--- src/hw/rtl/bfsa_pkg.sv ---
// ----------------------------------------------------------------------------
// bfsa_pkg
// Shared types, constants and the controller/datapath command interface of
// the best-fit segment allocator.
// ----------------------------------------------------------------------------
package bfsa_pkg;

	localparam int FREE_SLOTS   = 256;
	localparam int SLOT_W       = $clog2(FREE_SLOTS);
	localparam int LINK_W       = SLOT_W + 1;
	localparam int HEADER_BYTES = 8;
	localparam int EXP_CAP      = 30;
	localparam int REQ_W        = 24;
	localparam int SIZE_W       = 32;
	localparam int EXP_W        = 5;
	localparam int GROW_W       = 31;
	localparam int STAT_W       = 2;
	localparam int CFG_IDX_W    = 1;

	localparam logic [LINK_W-1:0] NIL_SLOT = LINK_W'(FREE_SLOTS);

	localparam logic [CFG_IDX_W-1:0] CFG_INITIAL_GROW_EXP = 1'b0;
	localparam logic [CFG_IDX_W-1:0] CFG_HEAP_LIMIT       = 1'b1;

	localparam logic [STAT_W-1:0] ST_FREE_LIST = 2'd0;
	localparam logic [STAT_W-1:0] ST_GROWN     = 2'd1;
	localparam logic [STAT_W-1:0] ST_DROPPED   = 2'd2;
	localparam logic [STAT_W-1:0] ST_OOM       = 2'd3;

	typedef logic [SLOT_W-1:0] slot_t;
	typedef logic [LINK_W-1:0] link_t;

	typedef enum logic [19:0] {
		S_IDLE    = 20'h00001,
		S_FIRST   = 20'h00002,
		S_SRCH_RD = 20'h00004,
		S_SRCH_EV = 20'h00008,
		S_UNLINK  = 20'h00010,
		S_FIT     = 20'h00020,
		S_GROW    = 20'h00040,
		S_GROW_CK = 20'h00080,
		S_FREE_RD = 20'h00100,
		S_FREE_EV = 20'h00200,
		S_INS_RD  = 20'h00400,
		S_INS_EV  = 20'h00800,
		S_INS_WR  = 20'h01000,
		S_INS_FIX = 20'h02000,
		S_RESP    = 20'h04000,
		S_UNL_P   = 20'h08000,
		S_UNL_N   = 20'h10000,
		S_CLEAR   = 20'h20000,
		S_CLR_WT  = 20'h40000,
		S_SPARE   = 20'h80000
	} state_t;

	// Controller to datapath commands
	typedef struct packed {
		state_t st;
	} bfsa_cmd_t;

	// Datapath to controller status
	typedef struct packed {
		logic first_ok;
		logic hit;
		logic walk_end;
		logic exact;
		logic grow_ok;
		logic slot_free;
		logic scan_end;
		logic ins_stop;
		logic clr_done;
		logic from_fit;
	} bfsa_stat_t;

endpackage

--- src/hw/rtl/bfsa_ctrl.sv ---
// ----------------------------------------------------------------------------
// bfsa_ctrl
// Sequencer of the allocator: clearing pass after reset, first-block setup,
// list walk, unlink, growth, free-slot scan, sorted insert and the response.
// ----------------------------------------------------------------------------
module bfsa_ctrl (
	input  logic                clk,
	input  logic                arst_n,
	input  logic                start,
	input  logic                started,
	input  logic                resp_taken,
	input  bfsa_pkg::bfsa_stat_t stat,
	output bfsa_pkg::bfsa_cmd_t  cmd
);
	import bfsa_pkg::*;

	state_t state_q, state_d;

	assign cmd.st = state_q;

	// Next state
	always_comb begin
		state_d = state_q;
		case (state_q)
			S_CLEAR:   if (stat.clr_done) state_d = S_IDLE;
			S_IDLE:    if (start) state_d = started ? S_SRCH_RD : S_FIRST;
			S_FIRST:   state_d = stat.first_ok ? S_INS_RD : S_SRCH_RD;
			S_SRCH_RD: state_d = stat.walk_end ? S_GROW : S_SRCH_EV;
			S_SRCH_EV: state_d = stat.hit ? S_UNLINK : S_SRCH_RD;
			S_UNLINK:  state_d = S_UNL_P;
			S_UNL_P:   state_d = S_UNL_N;
			S_UNL_N:   state_d = S_FIT;
			S_FIT:     state_d = stat.exact ? S_RESP : S_INS_RD;
			S_GROW:    state_d = S_GROW_CK;
			S_GROW_CK: begin
				if (!stat.grow_ok) state_d = S_RESP;
				else if (stat.exact) state_d = S_RESP;
				else state_d = S_FREE_RD;
			end
			S_FREE_RD: state_d = S_FREE_EV;
			S_FREE_EV: begin
				if (stat.slot_free) state_d = S_INS_RD;
				else if (stat.scan_end) state_d = S_RESP;
				else state_d = S_FREE_RD;
			end
			S_INS_RD:  state_d = S_INS_EV;
			S_INS_EV:  state_d = stat.ins_stop ? S_INS_WR : S_INS_RD;
			S_INS_WR:  state_d = S_INS_FIX;
			S_INS_FIX: state_d = stat.from_fit ? S_RESP : S_SRCH_RD;
			S_RESP:    if (resp_taken) state_d = S_IDLE;
			default:   state_d = S_IDLE;
		endcase
	end

	// State register
	always_ff @(posedge clk or negedge arst_n) begin
		if (!arst_n) begin
			state_q <= S_CLEAR;
		end else begin
			state_q <= state_d;
		end
	end

endmodule

--- config.mk ---
export PLATFORM = sky130hd
export DESIGN_NAME = bfsa_ctrl
export DESIGN_NICKNAME = d
export VERILOG_FILES = /design/src/hw/rtl/bfsa_pkg.sv /design/src/hw/rtl/bfsa_ctrl.sv
export SDC_FILE = /design/constraint.sdc
export NUM_CORES = 1
export LEC_CHECK = 0
export BUFFER_PORTS_ARGS = -buffer_cell sky130_fd_sc_hd__clkbuf_2
export CORE_MARGIN = 5
export CORE_UTILIZATION = 52
export CTS_BUF_LIST = sky130_fd_sc_hd__clkbuf_4
export DETAILED_ROUTE_END_ITERATION = 10
export PLACE_DENSITY_LB_ADDON = 0.08
export RECOVER_POWER = 100
export SYNTH_ARGS = -nofsm -noshare
export SYNTH_HDL_FRONTEND = slang
export SYNTH_SLANG_ARGS = --single-unit
--- constraint.sdc ---
create_clock -name clk -period 2.75 [get_ports clk]
set_input_delay 0.55 -clock clk [delete_from_list [all_inputs] [get_ports clk]]
set_output_delay 0.55 -clock clk [all_outputs]
set_load 0.01 [all_outputs]
==> Word-level counts from Yosys, hierarchy flattened <==
Index checks and enable logic that the tools add are counted.
{ "word_totals": {"reg_bits": 20, "input_bits": 15, "output_inout_bits": 20, "elab_cells": 38} }
{ "op_classes": {"n_eq_ne": 21, "mux": 15, "n_reduce_logical": 1} }
{ "op_table": {"columns": ["cell", "n"], "rows": [
  ["case mux 20 bit (18 select lines)", 1],
  ["2-to-1 mux 15 bit", 6],
  ["2-to-1 mux 20 bit", 3],
  ["== test 20 x 1 -> 1 bit (second input constant)", 1],
  ["== test 20 x 10 -> 1 bit (second input constant)", 1],
  ["== test 20 x 11 -> 1 bit (second input constant)", 1],
  ["== test 20 x 12 -> 1 bit (second input constant)", 1],
  ["== test 20 x 13 -> 1 bit (second input constant)", 1],
  ["== test 20 x 14 -> 1 bit (second input constant)", 1],
  ["== test 20 x 15 -> 1 bit (second input constant)", 1],
  ["== test 20 x 16 -> 1 bit (second input constant)", 1],
  ["== test 20 x 17 -> 1 bit (second input constant)", 1],
  ["== test 20 x 18 -> 1 bit (second input constant)", 1],
  ["== test 20 x 2 -> 1 bit (second input constant)", 1],
  ["== test 20 x 3 -> 1 bit (second input constant)", 1],
  ["== test 20 x 4 -> 1 bit (second input constant)", 1],
  ["== test 20 x 5 -> 1 bit (second input constant)", 1],
  ["== test 20 x 6 -> 1 bit (second input constant)", 1],
  ["== test 20 x 7 -> 1 bit (second input constant)", 1],
  ["== test 20 x 8 -> 1 bit (second input constant)", 1],
  ["== test 20 x 9 -> 1 bit (second input constant)", 1],
  ["2-to-1 mux 13 bit", 1],
  ["2-to-1 mux 11 bit", 1],
  ["2-to-1 mux 7 bit", 1],
  ["other kinds (4)", 6]
]} }

==> Longest topological paths before layout <==
{ "logic_depth": {"ltp_word": 3, "ltp_mapped": 6, "ltp_nobuf": 5} }

==> Least setup slack after synthesis <==
Ideal clock, no wire load.
{ "synth_path": {"path_kind": "register -> register", "start": "register state_q[13] (netlist: cmd[13])", "end": "register state_q[10] (netlist: cmd[10])", "setup_ps": 86, "t_arrival_ps": 2054, "t_required_ps": 2664, "slack_ps": 611, "stages_incl_launch_ff": 7, "n_path_buf": 1, "period_less_slack_ps": 2139, "path_cell_list": "dfrtp_1 > buf_6 > nor4_4 > nand2_4 > or4_4 > or3b_4 > o221ai_2"} }
{ "synth_between": {"elab_chain_cells": 3, "word_cells_on_any_way": 23, "cone_classes": "21 x eq/ne; 1 x mux; 1 x reduce/logical"} }
{ "synth_rtl": {"columns": ["item", "line_no", "rtl"], "rows": [
  ["from (decl)", "bfsa_ctrl.sv:17", "state_t state_q, state_d;"],
  ["from (signal assigned)", "bfsa_ctrl.sv:60", "state_q <= state_d;"],
  ["== test 20 x 18 -> 1 bit (tied with other cells)", "bfsa_ctrl.sv:24", "case (state_q)"],
  ["!= test 2 bit (no line)", null, null],
  ["AND reduction 3 bit (no line)", null, null]
]} }
Several ways; a longest one is shown, not always the timed one.
A chain may end at the register's enable or synchronous reset.

==> Worst setup path after layout <==
{ "layout_path": {"start": "register state_q[16] (netlist: cmd[16])", "end": "register state_q[10] (netlist: cmd[10])"} }
The elaborated chain is that of the path after synthesis.

==> summary.txt <==
FFs w/ async S/R, synth -> 100%
Highest routed layer -> met4
# DRC -> 0
FP Rows -> 17
Top post-synthesis cells by area -> dfrtp_1 37%, nor2_1 5.2%, nor3_1 3.5%
Clock sinks -> 18
DR pass1 iterations -> 6
Crit share post-route -> 83.8%
Sequential area share after synthesis -> 39.5%
Combinational Power Share -> 47.1%
Worst path max stage delay -> 0.52 ns
Routed length on met1 -> 1.29 mm
Worst-path maximum fanout -> 8
Resized Gates After CTS -> 0
Met3 WL post-DR -> 197 um
Routed via count -> 1090
CP startpoint kind -> flip-flop
Hold Crit Class -> primary input to async pin
Clock share of power -> 15.2%
P&R area growth vs syn -> 14.0%
# Post-CTS Setup Buffers -> 0
DRT antenna net count -> 0
Sw frac -> 41.6%
Max FFs per register -> 18
Starting Density -> 53.3%
Int Power -> 0.534 mW
Share of cells above drive strength 1 -> 16.5%
Total gr overflow -> 0
Vias per std cell -> 5.86
Max-cap violations -> 0
Power Density -> 701 mW/mm^2
Top Family by Delay on Critical Path -> simple AND/OR/NAND/NOR gates
Io pins -> 35
Sequential Power Share -> 37.7%
GRT Total Usage -> 17.6%
Post-Syn Area -> 0.00114 mm^2
Largest net degree at the start of global routing -> 19
Initial DRC Count -> 40
Seq cells post-synth -> 18
CP bufs+invs -> 0
Setup TNS Final -> 0 ns
Crit-path slowest cell -> nor4_2
Slew margin rel. -> 35.1%
Vias in the first global route -> 995
Status -> finished clean
Final net count -> 174
Total power -> 0.915 mW
CP Class -> flip-flop to flip-flop
Hold_buf cts -> 0
Cell taking the most area after synthesis -> dfrtp_1
Pins over their slew limit -> 0
Final hold vios -> 0
VDD IR max -> 0.423 mV
CTS Buffer Depth -> 2
Fmax -> 434 MHz
ANT cells -> 0
Post-synth EDFFs -> 0
Worst Clk Skew -> 0.0101 ns
HPWL after DPL -> 2.22 mm
RSZ-0062 raised after global routing -> false
Die width -> 56.9 um
GP Congestion -> 0.933
First-pass GRT wire length -> 4.51 mm
Synth Instances -> 125
Setup Viol. Count Final -> 0
CTS root buf -> clkbuf_4
Die Area -> 0.00324 mm^2
Fin crit period -> 2.30 ns
WP data required -> 2.97 ns
Die height -> 56.9 um
Mapped Avg Cell Area -> 9.16 um^2
Slew @ Worst Pin -> 0.973 ns
Prevailing post-synth register cell -> dfrtp_1
Initial antenna violation count -> 0
Ys Warns -> 0
Crit path DAT -> 2.53 ns
Clock Latency Late Sink -> 0.30 ns
Crit-path cells -> nor4_2, nand2_1, or4_1, or3b_1, o221ai_1
I/O Buffers -> 32
H-tree Lvls -> 1
Synth top area share -> 37.2%
Total CTS buffers -> 3
Cell variety after synth -> 45
Net Switching -> 0.381 mW
Wire length on met2 -> 1.36 mm
Core Footprint -> 0.00215 mm^2
Final Routed Wirelength -> 2.91 mm
Leakage -> 0.597 nW
Avg WL per Cell -> 15.6 um
Critical path endpoint category -> flip-flop
Worst-path clk slew -> 0.11 ns
CTS tree -> built
-- layout make-up --
type	count	area (um^2)
Fill cell	221	843
Multi-Input combinational cell	95	613
Sequential cell	18	452
Timing Repair Buffer	35	156
Tap cell	28	35.0
Clock buffer	3	22.5
Inverter	6	22.5
Clock inverter	1	3.75
-- layer usage --
metal,track usage [%],vias to the layer above
met4,6.95,0
met3,2.76,10
li1,-,529
met2,27.7,49
met1,24.2,502
met5,0,-
-- cell families (layout without fill, tap and decap cells) --
kind of cell | Yosys count | after routing | share of synthesized area [%]
simple gates | 68 | 68 | 37.9
xor+xnor | 5 | 5 | 3.83
compound gates | 20 | 20 | 12.2
flops | 18 | 18 | 39.5
buf+inv | 13 | 45 | 6.23
other cells | 1 | 2 | 0.328
-- worst paths after layout --
path,startpoint,to,slack (ns),cells after the start
setup / recovery,cmd[16],cmd[10],0.45,5
hold / removal,arst_n,cmd[9],0.37,1
setup reg to reg,cmd[16],cmd[10],0.45,5
hold reg to reg,cmd[11],cmd[11],0.55,1
max in group asynchronous,arst_n,cmd[16],1.78,1
min in group clk,started,cmd[1],0.41,2
-- Yosys cell counts, types with 3 or more instances --
cell,n
a21oi_1,3
clkbuf_1,3
dfrtp_1,17
inv_1,6
nand2_1,6
nand2b_1,4
nand3_1,3
nor2_1,16
nor3_1,8
nor3b_1,3
nor4_1,6
nor4b_1,3
o21ai_0,6
xor2_1,3
-- power groups by stage --
stage	logic, mW	registers (mW)	clock network, mW
finish	0.431	0.345	0.139
global route	0.478	0.350	0.152
CTS	0.457	0.344	0.143
detailed placement	0.454	0.350	0
global placement	0.450	0.347	0
floorplan	0.305	0.350	0
-- layout by cell type (no fill, tap or decap), types with 2 or more instances in the layout --
cell / synthesis / routed
nor3b_1: 3 / 3
a21oi_1: 3 / 3
clkbuf_1: 3 / 19
nor3_1: 8 / 8
nor4_1: 6 / 6
buf_4: 2 / 2
nor4b_1: 3 / 3
xor2_1: 3 / 3
conb_1: 1 / 2
nand4b_1: 2 / 2
inv_1: 6 / 6
clkbuf_4: 0 / 3
nand2_1: 6 / 6
xnor2_1: 2 / 2
nand2b_1: 4 / 4
nand3_1: 3 / 3
clkbuf_2: 0 / 14
nor4bb_1: 2 / 2
nor2_1: 16 / 16
or4_1: 1 / 2
dfrtp_1: 17 / 17
o21ai_0: 6 / 6
nand4_1: 2 / 2
nand3b_1: 2 / 2
-- stage by stage --
| stage | util [%] | cells | hold WS [ns] | setup slack [ns] | cell area, um^2 |
|---|---|---|---|---|---|
| after floorplan | - | 126 | 0.254 | 0.611 | 1150 |
| after global placement | 61.3 | 182 | 0.503 | 0.540 | 1320 |
| after detailed placement | 61.3 | 182 | 0.521 | 0.523 | 1320 |
| after CTS | 62.6 | 186 | 0.187 | 0.495 | 1340 |
| after global routing | 60.7 | 186 | 0.411 | 0.263 | 1310 |
| final | 60.7 | 186 | 0.370 | 0.447 | 1310 |
(Power assumes the default switching activity.)
